--- src/hw/rtl/bsm_pkg.sv ---
// shared types and constants for the bank switch mapper
`default_nettype none
package bsm_pkg;

	localparam int AddrW   = 16;
	localparam int DataW   = 8;
	localparam int CyclesW = 10;
	localparam int CountW  = 16;
	localparam int CmdW    = 4;
	localparam int CfgIdxW = 2;
	localparam int CfgDataW = 9;

	localparam logic [CountW-1:0]  CountReload    = 16'hFFFF;
	localparam logic [CyclesW-1:0] ScanlineCycles = 10'd114;
	localparam logic [DataW-1:0]   RamSelectBit   = 8'h40;
	localparam logic [1:0]         MirrorMask     = 2'h3;

	typedef enum logic [1:0] {
		KIND_WRITE    = 2'd0,
		KIND_CLOCK    = 2'd1,
		KIND_SCANLINE = 2'd2,
		KIND_NONE     = 2'd3
	} kind_t;

	typedef enum logic [2:0] {
		TGT_NONE   = 3'd0,
		TGT_CHR    = 3'd1,
		TGT_PRG    = 3'd2,
		TGT_MIRROR = 3'd3,
		TGT_AUDIO  = 3'd4
	} target_t;

	// top three address bits of a region
	localparam logic [2:0] RegionCmd   = 3'b100;
	localparam logic [2:0] RegionParam = 3'b101;
	localparam logic [2:0] RegionSel   = 3'b110;
	localparam logic [2:0] RegionAudio = 3'b111;

	localparam logic [CmdW-1:0] CmdPrg6000  = 4'h8;
	localparam logic [CmdW-1:0] CmdPrg8000  = 4'h9;
	localparam logic [CmdW-1:0] CmdPrgA000  = 4'hA;
	localparam logic [CmdW-1:0] CmdPrgC000  = 4'hB;
	localparam logic [CmdW-1:0] CmdMirror   = 4'hC;
	localparam logic [CmdW-1:0] CmdIrqEn    = 4'hD;
	localparam logic [CmdW-1:0] CmdCountLo  = 4'hE;
	localparam logic [CmdW-1:0] CmdCountHi  = 4'hF;

	localparam logic [CfgIdxW-1:0] CfgPatchMode = 2'd0;
	localparam logic [CfgIdxW-1:0] CfgIrqSource = 2'd1;
	localparam logic [CfgIdxW-1:0] CfgBankCount = 2'd2;
	localparam logic [CfgIdxW-1:0] CfgHasChrRom = 2'd3;

	typedef struct packed {
		logic               en_write;
		logic               en_value;
		logic               lo_load;
		logic               hi_load;
		logic               clear_pending;
		logic               tick;
		logic [CyclesW-1:0] amount;
		logic [DataW-1:0]   data;
	} irq_ctl_t;

endpackage
`default_nettype wire

--- src/hw/rtl/bsm_irq_timer.sv ---
// down-counting interrupt timer with enable, reload and pending flag
`default_nettype none
module bsm_irq_timer
	import bsm_pkg::*;
(
	input  wire logic     clk,
	input  wire logic     arst_n,
	input  wire irq_ctl_t ctl,
	output logic          pending_next
);

	logic              enabled_q, enabled_d;
	logic              pending_q;
	logic [CountW-1:0] count_q, count_d;

	always_comb begin
		enabled_d    = enabled_q;
		count_d      = count_q;
		pending_next = pending_q;
		if (ctl.clear_pending) begin
			pending_next = 1'b0;
		end
		if (ctl.en_write) begin
			enabled_d = ctl.en_value;
		end
		if (ctl.lo_load) begin
			count_d = {count_q[CountW-1:DataW], ctl.data};
		end
		if (ctl.hi_load) begin
			count_d = {ctl.data, count_q[DataW-1:0]};
		end
		if (ctl.tick && enabled_q) begin
			if (count_q <= {{(CountW-CyclesW){1'b0}}, ctl.amount}) begin
				pending_next = 1'b1;
				enabled_d    = 1'b0;
				count_d      = CountReload;
			end else begin
				count_d = count_q - {{(CountW-CyclesW){1'b0}}, ctl.amount};
			end
		end
	end

	always_ff @(posedge clk or negedge arst_n) begin
		if (!arst_n) begin
			enabled_q <= 1'b0;
			pending_q <= 1'b0;
			count_q   <= '0;
		end else begin
			enabled_q <= enabled_d;
			pending_q <= pending_next;
			count_q   <= count_d;
		end
	end

endmodule
`default_nettype wire

--- src/hw/rtl/bank_switch_mapper_with_irq_counter.sv ---
// top level: bus write decode, command latch, irq timer and result register
// result: an accepted item's result is registered and shown at the outputs in the next cycle
// throughput: one item per cycle; the result register stalls input only when
// it holds a result that the output side is stalling
// reset: arst_n clears command, timer, config and the result valid
`default_nettype none
module bank_switch_mapper_with_irq_counter
	import bsm_pkg::*;
(
	input  wire logic                clk,
	input  wire logic                arst_n,
	input  wire logic                in_valid,
	output logic                     in_stall,
	input  wire logic [1:0]          kind,
	input  wire logic [AddrW-1:0]    addr,
	input  wire logic [DataW-1:0]    data,
	input  wire logic [CyclesW-1:0]  cycles,
	output logic                     out_valid,
	input  wire logic                out_stall,
	output logic                     irq_line,
	output logic [2:0]               update_target,
	output logic [2:0]               update_slot,
	output logic [DataW-1:0]         update_value,
	input  wire logic                cfg_valid,
	output logic                     cfg_ready,
	input  wire logic [CfgIdxW-1:0]  cfg_index,
	input  wire logic [CfgDataW-1:0] cfg_data
);

	logic            patch_mode_q;
	logic            irq_source_q;
	logic [CmdW-1:0] command_q;

	logic            accept;
	logic            out_valid_q;
	logic            irq_line_q;
	target_t         target_q, target_d;
	logic [2:0]      slot_q, slot_d;
	logic [DataW-1:0] value_q, value_d;
	logic            cmd_write;
	irq_ctl_t        ctl;
	logic            pending_next;
	kind_t           kind_in;
	logic [2:0]      region;

	assign cfg_ready = 1'b1;
	assign in_stall  = out_valid_q & out_stall;
	assign accept    = in_valid & ~in_stall;
	assign kind_in   = kind_t'(kind);
	assign region    = addr[AddrW-1:AddrW-3];

	always_comb begin
		target_d     = TGT_NONE;
		slot_d       = '0;
		value_d      = '0;
		cmd_write    = 1'b0;
		ctl          = '0;
		ctl.data     = data;
		if (accept) begin
			unique case (kind_in)
				KIND_WRITE: begin
					unique case (region)
						RegionCmd: cmd_write = 1'b1;
						RegionParam: begin
							case (command_q)
								CmdPrg6000: begin
									if (!patch_mode_q && (data & RamSelectBit) == '0) begin
										target_d = TGT_PRG;
										value_d  = data;
									end
								end
								CmdPrg8000, CmdPrgA000, CmdPrgC000: begin
									target_d = TGT_PRG;
									slot_d   = {1'b0, command_q[1:0]};
									value_d  = data;
								end
								CmdMirror: begin
									target_d     = TGT_MIRROR;
									value_d      = {6'd0, data[1:0] & MirrorMask};
								end
								CmdIrqEn: begin
									ctl.en_write      = 1'b1;
									ctl.en_value      = data != '0;
									ctl.clear_pending = 1'b1;
								end
								CmdCountLo: begin
									ctl.lo_load       = 1'b1;
									ctl.clear_pending = 1'b1;
								end
								CmdCountHi: begin
									ctl.hi_load       = 1'b1;
									ctl.clear_pending = 1'b1;
								end
								default: begin
									target_d = TGT_CHR;
									slot_d   = command_q[2:0];
									value_d  = data;
								end
							endcase
						end
						RegionSel, RegionAudio: begin
							target_d = TGT_AUDIO;
							slot_d   = {2'd0, region[0]};
							value_d  = data;
						end
						default: ;
					endcase
				end
				KIND_CLOCK: begin
					ctl.tick   = ~irq_source_q;
					ctl.amount = cycles;
				end
				KIND_SCANLINE: begin
					ctl.tick   = irq_source_q;
					ctl.amount = ScanlineCycles;
				end
				default: ;
			endcase
		end
	end

	bsm_irq_timer u_timer (
		.clk          (clk),
		.arst_n       (arst_n),
		.ctl          (ctl),
		.pending_next (pending_next)
	);

	always_ff @(posedge clk or negedge arst_n) begin
		if (!arst_n) begin
			patch_mode_q <= 1'b0;
			irq_source_q <= 1'b0;
			command_q    <= '0;
			out_valid_q  <= 1'b0;
		end else begin
			if (cfg_valid) begin
				case (cfg_index)
					CfgPatchMode: patch_mode_q <= cfg_data[0];
					CfgIrqSource: irq_source_q <= cfg_data[0];
					// bank count and graphics preset are not stored by this block
					default: ;
				endcase
			end
			if (cmd_write) begin
				command_q <= data[CmdW-1:0];
			end
			if (accept) begin
				out_valid_q <= 1'b1;
			end else if (!out_stall) begin
				out_valid_q <= 1'b0;
			end
		end
	end

	always_ff @(posedge clk) begin
		if (accept) begin
			irq_line_q <= pending_next;
			target_q   <= target_d;
			slot_q     <= slot_d;
			value_q    <= value_d;
		end
	end

	assign out_valid     = out_valid_q;
	assign irq_line      = irq_line_q;
	assign update_target = target_q;
	assign update_slot   = slot_q;
	assign update_value  = value_q;

endmodule
`default_nettype wire

--- config.mk ---
export PLATFORM = sky130hd
export DESIGN_NAME = bank_switch_mapper_with_irq_counter
export DESIGN_NICKNAME = d
export VERILOG_FILES = /design/src/hw/rtl/bsm_pkg.sv /design/src/hw/rtl/bsm_irq_timer.sv /design/src/hw/rtl/bank_switch_mapper_with_irq_counter.sv
export SDC_FILE = /design/constraint.sdc
export NUM_CORES = 1
export LEC_CHECK = 0
export ABC_AREA = 1
export BUFFER_PORTS_ARGS = -buffer_cell sky130_fd_sc_hd__buf_4
export CAP_MARGIN = 20
export CELL_PAD_IN_SITES_DETAIL_PLACEMENT = 0
export CELL_PAD_IN_SITES_GLOBAL_PLACEMENT = 1
export CORE_UTILIZATION = 34
export DETAILED_ROUTE_END_ITERATION = 10
export MAX_ROUTING_LAYER = met4
export PLACE_DENSITY_LB_ADDON = 0.1
export SLEW_MARGIN = 20
export SYNTH_ARGS = -nofsm -noshare
export SYNTH_HDL_FRONTEND = slang
export SYNTH_SLANG_ARGS = --single-unit
export TNS_END_PERCENT = 30
--- constraint.sdc ---
create_clock -name clk -period 2.35 [get_ports clk]
set_input_delay 0.1175 -clock clk [delete_from_list [all_inputs] [get_ports clk]]
set_output_delay 0.1175 -clock clk [all_outputs]
set_load 0.03 [all_outputs]
==> reports/metrics.yaml, run 1 <==
status:
  status: "complete, no violations"
sta:
  fin_crit_sh_pct: 93.9
  post-route-min-period_ns: 2.21
  max_freq_ghz: 0.453
  worst_pin_slew_ns: 0.574
  whs_ns: 0.0869
  hold_viol_final: 0
  max_slew_margin_pct: 61.7
  fin_skew_ns: 0.00409
  setup_viol: 0
  fin_tns_setup_ns: 0
  finalMaxSlewViolations: 0
clocking:
  cts_sinks: 40
  cts_buffers: 5
  h-tree-depth: 2
  cts_tree: "yes"
  cts.clk_slew.worst_paths_ns: 0.08
  clkLatencyLatePin_ns: 0.29
  root_buffer: "clkbuf_8"
  clockBufferDepth: 2
setup_path:
  crit_slowest_cell: "dfrtp_2"
  rrSetupSlack_ns: 0.14
  r2r_start: "out_valid"
  crit_fanout: 10
  path_depth: 16
  reg2reg_depth: 16
  path_class: "register to register"
  worst_path_largest_cell_delay_ns: 0.43
  cp_top_family: "simple AND/OR/NAND/NOR gates"
  r2r-end: "u_timer.count_q[0]"
  cp-start-kind: "register"
  required_ns: 2.52
  critical_path_buf_inv_count: 2
  cp_data_arrival_time_ns: 2.38
  path_cells: "nand2_4 -> nand2_4 -> nor2_4 -> buf_4 -> nand2_2 -> ha_4 -> nand2_2 -> nor2_4 -> nand3_1 -> nand2_2 -> nand2_2 -> nand2_2 -> nand2_4 -> nand2_4 -> buf_12 -> nand4_1"
  endpoint_kind: "register"
  cp_common_cell: "nand2_2"
logic_synthesis:
  synthCells: 418
  synth_warnings: 0
  yosys.area_share.simple_pct: 37.4
  synth_seq_cells: 40
  synth.avg_cell_area_sq_um: 6.91
  synth-compound-area-share_pct: 7.50
  synth_cell_type_count: 33
  synth_xor_area_share_pct: 0.910
  seq_area_frac_synth_pct: 37.3
  synth_fp_nets: 484
  synth_top_family_by_area: "simple AND/OR/NAND/NOR gates"
  syn_area_sq_um: 2890
  synth_mux_area_share_pct: 0
  synth_fa_ha_area_share_pct: 6.33
die:
  rows: 33
  die-area_sq_um: 8860
  initial_core_util_pct: 35.1
  coreArea_sq_um: 8220
  die_width_um: 94.1
  io_pins: 70
  die_h_um: 94.1
global_routing:
  gr-usage-all-layers_pct: 20.6
  grt_max_degree: 26
  grt_pass1_wl_um: 13400
  grt_pass1_vias: 2827
  grt_remaining_overflow: 0
  antenna_found_initial: 0
drt:
  wl_per_cell_um: 13.6
  via_count: 2899
  drt_iter0_drc: 120
  drt-vias-per-instance: 4.77
  totalWireLength_um: 8280
  dr.pass1.iters: 4
  ant_nets: 0
  drc_errors: 0
placed_design:
  post-dp-hpwl_um: 6510
  gp_congestion: 0.809
  dp.cells: 597
  portBuffers: 47
final_layout:
  fin_nets: 568
  n_fill_cell: 851
  layout_commonest_cell: "nand2_1"
  diodes: 0
  final_cell_mix: "nand2_1, buf_4, inv_1, nor2_1, nand3_1"
  instances_no_fill: 608
  drive_gt1_share_pct: 28.6
  area_growth_pct: 35.5
flow_run:
  maxCapViolations: 0
worst_hold_path:
  hold-path-cell-count: 3
  hp-class: "input port to register"
  min_from: "in_valid"
  worstHoldEndpoint: "out_valid"
pwr:
  ir_drop_v: 0.000296
  p_leak_nw: 2.03
  p_per_area_nw_per_um2: 422
-- worst max path at each step --
stage              start                   to  slack [ns]
3_5_place_dp     kind[1]   u_timer.count_q[0]       -0.03
3_3_place_gp     kind[1]  u_timer.count_q[13]       0.007
6_report       out_valid   u_timer.count_q[0]        0.14
4_1_cts        out_valid  u_timer.count_q[15]      -0.003
2_1_floorplan  out_valid             irq_line        0.01
5_1_grt        out_valid   u_timer.count_q[1]       -0.02
-- cell usage after synthesis --
| library cell | instances | share of area (%) |
|---|---|---|
| nor2_2 | 2 | 0.43 |
| buf_6 | 2 | 0.78 |
| nand3b_1 | 5 | 1.3 |
| nand4_1 | 11 | 2.4 |
| or2_2 | 2 | 0.43 |
| ha_1 | 13 | 5.6 |
| a21oi_1 | 15 | 2.6 |
| xor2_1 | 2 | 0.61 |
| o21ai_2 | 1 | 0.30 |
| buf_4 | 1 | 0.26 |
| nand2_1 | 144 | 19 |
| dfrtp_1 | 25 | 22 |
| o21ai_0 | 15 | 2.6 |
| nand2_4 | 1 | 0.39 |
| nand2_2 | 8 | 1.7 |
| and3_1 | 1 | 0.22 |
| o22ai_1 | 6 | 1.3 |
| nor4_1 | 2 | 0.43 |
| fa_1 | 1 | 0.69 |
| edfxtp_1 | 15 | 16 |
| nor2_1 | 35 | 4.6 |
| nor2_4 | 1 | 0.39 |
| a31oi_1 | 2 | 0.43 |
| nor3_1 | 4 | 0.69 |
| inv_1 | 68 | 8.8 |
| buf_2 | 1 | 0.17 |
| xnor2_1 | 1 | 0.30 |
| nor2_8 | 1 | 0.69 |
| nand3_2 | 1 | 0.35 |
| inv_2 | 3 | 0.39 |
| nand3_1 | 27 | 4.7 |
| conb_1 | 1 | 0.13 |
| a21boi_0 | 1 | 0.26 |
-- registers in the layout (all words and copies together), names as in the netlist, 3 cells and up --
| register | cells |
|---|---|
| update_slot | 3 |
| update_value | 8 |
| command_q | 4 |
| update_target | 3 |
| u_timer.count_q | 16 |
-- cell type report --
type / instances / area, sq um / area share (%)
repair buffers: 81 / 629 / 16.1
flip-flops and latches: 40 / 1080 / 27.5
clock inverters: 2 / 12.5 / 0.320
inverters: 71 / 267 / 6.81
clock buffers: 6 / 72.6 / 1.86
well taps: 105 / 131 / 3.36
multi-input cells: 303 / 1720 / 44.0
-- power breakdown --
group / total (mW) / leakage, nW / internal [mW] / switching [mW]
Clock: 0.466 / 0.0412 / 0.208 / 0.258
Combinational: 0.394 / 1.53 / 0.163 / 0.230
Sequential: 0.791 / 0.457 / 0.762 / 0.0288
Total: 1.65 / 2.03 / 1.13 / 0.518
-- kinds of logic (layout without fill, tap and decap cells) --
logic type,count (synthesis),count (layout)
xor+xnor,3,3
buf+inv,75,160
other cells,1,1
compound gates,40,40
simple gates,245,245
fa+ha+maj,14,14
flops,40,40
-- metrics by stage --
stage	area, sq um	utilization, %	power, mW	setup WS (ns)
6_report	3910	47.6	1.65	0.143
5_1_grt	3910	47.6	1.75	-0.0240
4_1_cts	3720	45.2	1.65	-0.00288
3_5_place_dp	3580	43.6	1.17	-0.0325
3_3_place_gp	3580	43.6	1.17	0.00740
2_1_floorplan	2890	-	1.00	0.0130
-- worst min-delay path: stages --
cell	delay [ns]
buf_4	0.09
nand2_4	0.07
nand2_1	0.07
-- metal layers --
| layer | vias to the layer above | global-route usage (%) | part of all wire [%] |
|---|---|---|---|
| met3 | 11 | 2.59 | 3.5 |
| met5 | - | - | 0 |
| met4 | 0 | 5.38 | 1.4 |
| met2 | 59 | 34.7 | 50 |
| li1 | 1488 | - | - |
| met1 | 1341 | 25.9 | 45 |
-- what timing repair did --
action / in CTS / in global routing
hold buffers: 2 / 0
setup endpoints to repair: 6 / 18
resized for setup: 3 / 43
buffers inserted: 0 / 1
pin swaps: 0 / 8
endpoints found under the hold margin: 26 / 0
No activity file was read; power rests on OpenSTA's default activity.
==> run 2: changes to the inputs <==
--- a/config.mk
+++ b/config.mk
@@ -13,7 +13,7 @@
 export CORE_UTILIZATION = 34
 export DETAILED_ROUTE_END_ITERATION = 10
 export MAX_ROUTING_LAYER = met4
-export PLACE_DENSITY_LB_ADDON = 0.1
+export PLACE_DENSITY_LB_ADDON = 0.3
 export SLEW_MARGIN = 20
 export SYNTH_ARGS = -nofsm -noshare
 export SYNTH_HDL_FRONTEND = slang
==> run 2 against run 1 <==
  * Clock-buffer cell count is the same
  * Non-clock buffer count rose by 5
  * Largest power group unchanged
  * Highest routed layer unchanged
  * Fmax is 0.83% lower
  * Cell count increased by 0.82%
  * Critical endpoint is now u_timer.count_q[9]
  * Largest cell class unchanged
  * Clock skew is 0.0058 ns higher
  * Worst hold slack got worse by 0.074 ns
==> reports/metrics.yaml, run 2 (synthesis gave the netlist of run 1 again) <==
status:
  status: "complete, no violations"  # unchanged
global_routing:
  grt_max_degree: 26  # unchanged
  antenna_found_initial: 0  # unchanged
  grt_remaining_overflow: 0  # unchanged
  gr-usage-all-layers_pct: 19.8  # was 20.6%
  grt_pass1_wl_um: 13200  # was 13400 um
  grt_pass1_vias: 2891  # was 2827
worst_hold_path:
  min_from: "cfg_valid"  # was in_valid
  hp-class: "input port to register"  # unchanged
  worstHoldEndpoint: "patch_mode_q"  # was out_valid
  hold-path-cell-count: 2  # was 3
final_layout:
  final_cell_mix: "nand2_1, buf_4, inv_1, nor2_1, nand3_1"  # unchanged
  diodes: 0  # unchanged
  drive_gt1_share_pct: 30.5  # was 28.6%
  area_growth_pct: 38.6  # was 35.5%
  final_area_sq_um: 4000  # was 3910 sq um
  fin_nets: 573  # was 568
  largest_reg_flops: 16  # unchanged
  top_register: "u_timer.count_q"  # unchanged
  n_fill_cell: 843  # was 851
  layout_commonest_cell: "nand2_1"  # unchanged
setup_path:
  path_cells: "nand2_4 -> nand2_8 -> nor2_4 -> buf_6 -> nand2_2 -> ha_4 -> buf_4 -> nand2_1 -> nand2_2 -> a21oi_2 -> nand2_2 -> nand2_2 -> nand2_1 -> nand2_1 -> nand2_2 -> nand2_2 -> nand3b_1"  # was nand2_4 -> nand2_4 -> nor2_4 -> buf_4 -> nand2_2 -> ha_4 -> nand2_2 -> nor2_4 -> nand3_1 -> nand2_2 -> nand2_2 -> nand2_2 -> nand2_4 -> nand2_4 -> buf_12 -> nand4_1
  required_ns: 2.53  # was 2.52 ns
  cp_top_family: "simple AND/OR/NAND/NOR gates"  # unchanged
  crit_slowest_cell: "dfrtp_2"  # unchanged
  cp_data_arrival_time_ns: 2.40  # was 2.38 ns
  cp-start-kind: "register"  # unchanged
  reg2reg_depth: 17  # was 16
  r2r_start: "out_valid"  # unchanged
  r2r-end: "u_timer.count_q[9]"  # was u_timer.count_q[0]
  path_class: "register to register"  # unchanged
  rrSetupSlack_ns: 0.12  # was 0.14 ns
  worst_path_largest_cell_delay_ns: 0.43  # about the same
  crit_fanout: 5  # was 10
  cp_common_cell: "nand2_2"  # unchanged
  endpoint_kind: "register"  # unchanged
  critical_path_buf_inv_count: 2  # unchanged
clocking:
  cts_tree: "yes"  # unchanged
  clkLatencyLatePin_ns: 0.30  # was 0.29 ns
  h-tree-depth: 2  # unchanged
  cts_sinks: 40  # unchanged
  cts.clk_slew.worst_paths_ns: 0.07  # was 0.08 ns
  root_buffer: "clkbuf_8"  # unchanged
  clockBufferDepth: 2  # unchanged
  cts_buffers: 5  # unchanged
sta:
  worst_pin_slew_ns: 0.579  # was 0.574 ns
  rsz0062_at_grt: "yes"
  fin_crit_sh_pct: 94.7  # was 93.9%
  fin_skew_ns: 0.00991  # was 0.00409 ns
  hold_viol_final: 0  # unchanged
  whs_ns: 0.0134  # was 0.0869 ns
  finalMaxSlewViolations: 0  # unchanged
  fin_tns_setup_ns: 0  # unchanged
  setup_slack_ns: 0.124  # was 0.143 ns
  setup_viol: 0  # unchanged
  max_freq_ghz: 0.449  # was 0.453 GHz
  post-route-min-period_ns: 2.23  # was 2.21 ns
  max_slew_margin_pct: 61.4  # was 61.7%
die:
  die_width_um: 94.1  # unchanged
  initial_core_util_pct: 35.1  # unchanged
  rows: 33  # unchanged
  die_h_um: 94.1  # unchanged
  coreArea_sq_um: 8220  # unchanged
  die-area_sq_um: 8860  # unchanged
  io_pins: 70  # unchanged
drt:
  dr.pass1.iters: 4  # unchanged
  wl_per_cell_um: 13.1  # was 13.6 um
  drc_errors: 0  # unchanged
  totalWireLength_um: 8060  # was 8280 um
  drt_iter0_drc: 136  # was 120
  drt-vias-per-instance: 4.71  # was 4.77
  ant_nets: 0  # unchanged
  via_count: 2889  # was 2899
pwr:
  switching_share_pct: 27.7  # was 31.4%
  combPwrFrac_pct: 21.5  # was 23.9%
  p_seq_share_pct: 42.3  # was 47.9%
  p_per_area_nw_per_um2: 467  # was 422 nW/um^2
  p_clk_share_pct: 36.2  # was 28.3%
  intPower_mw: 1.35  # was 1.13 mW
  total_power_mw: 1.87  # was 1.65 mW
  p_switching_mw: 0.517  # was 0.518 mW
  ir_drop_v: 0.000340  # was 0.000296 V
  p_leak_nw: 2.08  # was 2.03 nW
placed_design:
  dpl_worst_slack_ns: -0.0499  # was -0.0325 ns
  portBuffers: 47  # unchanged
  place_area_sq_um: 3600  # was 3580 sq um
  gp_congestion: 0.838  # was 0.809
  post-dp-hpwl_um: 6280  # was 6510 um
flow_run:
  maxCapViolations: 0  # unchanged
## run 2: changes by cell type in the layout (fill, tap and decap cells not counted), sizes merged
cell and change:
dlygate4sd3 -1, bufinv +2, buf +6, clkinvlp -1, clkinv -1
## run 2: repair_timing
item / 4_1_cts / 5_1_grt
endpoints found under the hold margin: 25 / 0
hold buffers: 1 / 0
buffers inserted: 2 / 1
resized for setup: 3 / 52
setup endpoints to repair: 13 / 19
pin swaps: 1 / 15
## run 2: final cells by class
type	count	area [sq um]	share of cell area, %
clock inverters	2	60.1	1.50
flip-flops and latches	40	1080	26.9
multi-input cells	303	1740	43.4
inverters	71	267	6.66
well taps	105	131	3.28
repair buffers	86	656	16.4
clock buffers	6	72.6	1.81
## run 2: power groups by stage
stage | Combinational [mW] | Sequential [mW] | Clock [mW]
final | 0.401 | 0.791 | 0.676
after global routing | 0.445 | 0.796 | 0.722
after CTS | 0.370 | 0.790 | 0.688
after detailed placement | 0.365 | 0.804 | 0
after global placement | 0.360 | 0.804 | 0
after floorplan | 0.169 | 0.831 | 0
## run 2: layer usage
layer	GRT usage, %	up-vias	wire, um
met5	-	-	0
met4	4.49	0	42
met3	2.51	4	192
met2	34.1	40	4170
met1	24.6	1342	3650
li1	-	1503	-
## run 2: worst max path at each step
stage	from	endpoint	slack, ns	cells past startpoint
6_report	out_valid	u_timer.count_q[9]	0.12	17
3_3_place_gp	kind[0]	u_timer.count_q[6]	-0.03	17
5_1_grt	out_valid	u_timer.count_q[9]	-0.04	17
3_5_place_dp	kind[0]	u_timer.count_q[4]	-0.05	17
2_1_floorplan	out_valid	irq_line	0.01	15
4_1_cts	out_valid	u_timer.count_q[9]	0.007	17
## run 2: per-stage QoR
stage / std cells / util (%)
2_1_floorplan: 418 / -
3_3_place_gp: 601 / 43.8
3_5_place_dp: 601 / 43.8
4_1_cts: 612 / 46.0
5_1_grt: 613 / 48.7
6_report: 613 / 48.7
## run 2: worst reg2reg max path: stages (launching register included)
cell and delay [ns]:
dfrtp_2 0.43, nand2_4 0.10, nand2_8 0.08, nor2_4 0.11, buf_6 0.13, nand2_2 0.07
ha_4 0.22, buf_4 0.15, nand2_1 0.08, nand2_2 0.06, a21oi_2 0.17, nand2_2 0.13
nand2_2 0.10, nand2_1 0.05, nand2_1 0.06, nand2_2 0.07, nand2_2 0.06, nand3b_1 0.07
==> run 3: changes to the inputs <==
--- a/config.mk
+++ b/config.mk
@@ -10,7 +10,7 @@
 export CAP_MARGIN = 20
 export CELL_PAD_IN_SITES_DETAIL_PLACEMENT = 0
 export CELL_PAD_IN_SITES_GLOBAL_PLACEMENT = 1
-export CORE_UTILIZATION = 34
+export CORE_UTILIZATION = 41
 export DETAILED_ROUTE_END_ITERATION = 10
 export MAX_ROUTING_LAYER = met4
 export PLACE_DENSITY_LB_ADDON = 0.3
==> constraint.sdc (replaced) <==
create_clock -name clk -period 2.72 [get_ports clk]
set_input_delay 0.136 -clock clk [delete_from_list [all_inputs] [get_ports clk]]
set_output_delay 0.136 -clock clk [all_outputs]
set_load 0.03 [all_outputs]
==> run 3 against run 2 <==
  * Clock power shrank 42%
  * Largest cell class unchanged
  * Clock-buffer cell count is the same
  * First-iteration DRC count grew 18%
  * Cell area shrank 13%
  * Total power shrank 27%
  * Critical path type unchanged
==> reports/metrics.yaml, run 3 (synthesis gave the netlist of run 1 again) <==
sta:
  finalMaxSlewViolations: 0  # unchanged
  fin_skew_ns: 0.0103  # was 0.00991 ns
  fin_tns_setup_ns: 0  # unchanged
  fin_crit_sh_pct: 90.9  # was 94.7%
  rsz0062_at_grt: "no"  # was yes
  hold_viol_final: 0  # unchanged
  max_slew_margin_pct: 61.4  # about the same
  setup_viol: 0  # unchanged
  worst_pin_slew_ns: 0.579  # about the same
  post-route-min-period_ns: 2.47  # was 2.23 ns
  max_freq_ghz: 0.405  # was 0.449 GHz
worst_hold_path:
  hold-path-cell-count: 2  # unchanged
  worstHoldEndpoint: "patch_mode_q"  # unchanged
  min_from: "cfg_valid"  # unchanged
  hp-class: "input port to register"  # unchanged
clocking:
  clkLatencyLatePin_ns: 0.29  # was 0.30 ns
  root_buffer: "clkbuf_8"  # unchanged
  cts_tree: "yes"  # unchanged
  clockBufferDepth: 2  # unchanged
  h-tree-depth: 2  # unchanged
  cts_buffers: 5  # unchanged
  cts.clk_slew.worst_paths_ns: 0.07  # about the same
  cts_sinks: 40  # unchanged
setup_path:
  path_class: "register to register"  # unchanged
  rrSetupSlack_ns: 0.25  # was 0.12 ns
  cp-start-kind: "register"  # unchanged
  worst_path_largest_cell_delay_ns: 0.40  # was 0.43 ns
  cp_common_cell: "nand2_1"  # was nand2_2
  endpoint_kind: "register"  # unchanged
  reg2reg_depth: 16  # was 17
  r2r_start: "out_valid"  # unchanged
  r2r-end: "u_timer.count_q[8]"  # was u_timer.count_q[9]
  cp_data_arrival_time_ns: 2.70  # was 2.40 ns
  crit_slowest_cell: "fa_1"  # was dfrtp_2
  crit_fanout: 10  # was 5
  path_cells: "nand2_2 -> nand2_4 -> nor2_1 -> ha_1 -> inv_1 -> fa_1 -> nand2_1 -> nand2_1 -> nand3_1 -> nand2_1 -> nand2_1 -> nand2_1 -> nand2_2 -> nand2_2 -> buf_12 -> nand4_1"  # was nand2_4 -> nand2_8 -> nor2_4 -> buf_6 -> nand2_2 -> ha_4 -> buf_4 -> nand2_1 -> nand2_2 -> a21oi_2 -> nand2_2 -> nand2_2 -> nand2_1 -> nand2_1 -> nand2_2 -> nand2_2 -> nand3b_1
  required_ns: 2.94  # was 2.53 ns
die:
  rows: 30  # was 33
  die-area_sq_um: 7380  # was 8860 sq um
  die_width_um: 85.9  # was 94.1 um
  io_pins: 70  # unchanged
  coreArea_sq_um: 6790  # was 8220 sq um
  die_h_um: 85.9  # was 94.1 um
  initial_core_util_pct: 42.5  # was 35.1%
global_routing:
  antenna_found_initial: 0  # unchanged
  grt_pass1_vias: 2568  # was 2891
  grt_pass1_wl_um: 12000  # was 13200 um
  grt_remaining_overflow: 0  # unchanged
  gr-usage-all-layers_pct: 21.8  # was 19.8%
  grt_max_degree: 26  # unchanged
pwr:
  intPower_mw: 0.946  # was 1.35 mW
  combPwrFrac_pct: 21.0  # was 21.5%
  p_leak_nw: 1.87  # was 2.08 nW
  p_per_area_nw_per_um2: 392  # was 467 nW/um^2
  p_seq_share_pct: 50.1  # was 42.3%
  p_switching_mw: 0.417  # was 0.517 mW
  p_clk_share_pct: 28.9  # was 36.2%
  switching_share_pct: 30.6  # was 27.7%
  ir_drop_v: 0.000347  # was 0.000340 V
  total_power_mw: 1.36  # was 1.87 mW
drt:
  wl_per_cell_um: 12.8  # was 13.1 um
  drc_errors: 0  # unchanged
  ant_nets: 0  # unchanged
  totalWireLength_um: 7340  # was 8060 um
  via_count: 2785  # was 2889
  drt-vias-per-instance: 4.87  # was 4.71
  drt_iter0_drc: 160  # was 136
  dr.pass1.iters: 4  # unchanged
final_layout:
  n_fill_cell: 706  # was 843
  largest_reg_flops: 16  # unchanged
  multiInputGateArea_sq_um: 1510  # was 1740 sq um
  final_cell_mix: "nand2_1, inv_1, buf_4, nor2_1, nand3_1"  # was nand2_1, buf_4, inv_1, nor2_1, nand3_1
  area_growth_pct: 20.5  # was 38.6%
  diodes: 0  # unchanged
  top_register: "u_timer.count_q"  # unchanged
  final_area_sq_um: 3480  # was 4000 sq um
  fin_nets: 541  # was 573
  layout_commonest_cell: "nand2_1"  # unchanged
  drive_gt1_share_pct: 17.0  # was 30.5%
  seq_area_sq_um: 1080  # about the same
status:
  status: "complete, no violations"  # unchanged
placed_design:
  portBuffers: 47  # unchanged
  place_area_sq_um: 3380  # was 3600 sq um
  post-dp-hpwl_um: 5910  # was 6280 um
  gp_congestion: 0.819  # was 0.838
flow_run:
  maxCapViolations: 0  # unchanged
run 3: area by class of cell:
type	count	area share, %
Multi-Input combinational cell	303	43.4
Sequential cell	40	30.9
Timing Repair Buffer	54	12.1
Inverter	71	7.66
Tap cell	96	3.45
Clock buffer	6	2.09
Clock inverter	2	0.360
run 3: repair_timing:
action                                  4_1_cts  5_1_grt
buffers inserted                              0        0
endpoints found under the setup margin        0        1
resized for setup                             0        1
endpoints found under the hold margin        25        0
hold buffers                                  1        0
run 3: routing by layer:
layer	vias up	track usage [%]	part of all wire (%)
met5	-	-	0
met4	0	5.45	0.78
met3	4	2.60	4.8
met2	76	35.9	48
met1	1265	28.7	46
li1	1440	-	-
run 3: worst max path at each step:
stage	end	slack, ns	cells past startpoint	start
floorplan	irq_line	0.30	15	out_valid
global placement	u_timer.count_q[8]	0.27	18	kind[1]
detailed placement	u_timer.count_q[0]	0.19	18	kind[1]
CTS	u_timer.count_q[0]	0.22	15	out_valid
global route	u_timer.count_q[7]	0.07	16	out_valid
finish	u_timer.count_q[8]	0.25	16	out_valid
run 3: worst max-delay path, delay by kind of cell (launching register included):
kind / cells / cell delay, ns
adder cells (fa/ha/maj): 2 / 0.56
buffers and inverters: 2 / 0.24
flip-flops: 1 / 0.39
AND/OR/NAND/NOR: 12 / 1.20
run 3: stage by stage:
| stage | hold slack [ns] | std cells | setup slack, ns | utilization [%] |
|---|---|---|---|---|
| floorplan | -0.160 | 418 | 0.301 | - |
| global placement | 0.0668 | 563 | 0.266 | 49.8 |
| detailed placement | 0.0693 | 563 | 0.187 | 49.8 |
| CTS | 0.0265 | 572 | 0.216 | 51.2 |
| global route | 0.0397 | 572 | 0.0691 | 51.2 |
| finish | 0.0324 | 572 | 0.248 | 51.2 |
run 3: power groups by stage:
stage | Combinational (mW) | Sequential (mW) | Clock [mW]
final | 0.287 | 0.682 | 0.394
after global routing | 0.321 | 0.687 | 0.427
after CTS | 0.288 | 0.682 | 0.403
after detailed placement | 0.287 | 0.693 | 0
after global placement | 0.282 | 0.694 | 0
after floorplan | 0.145 | 0.718 | 0
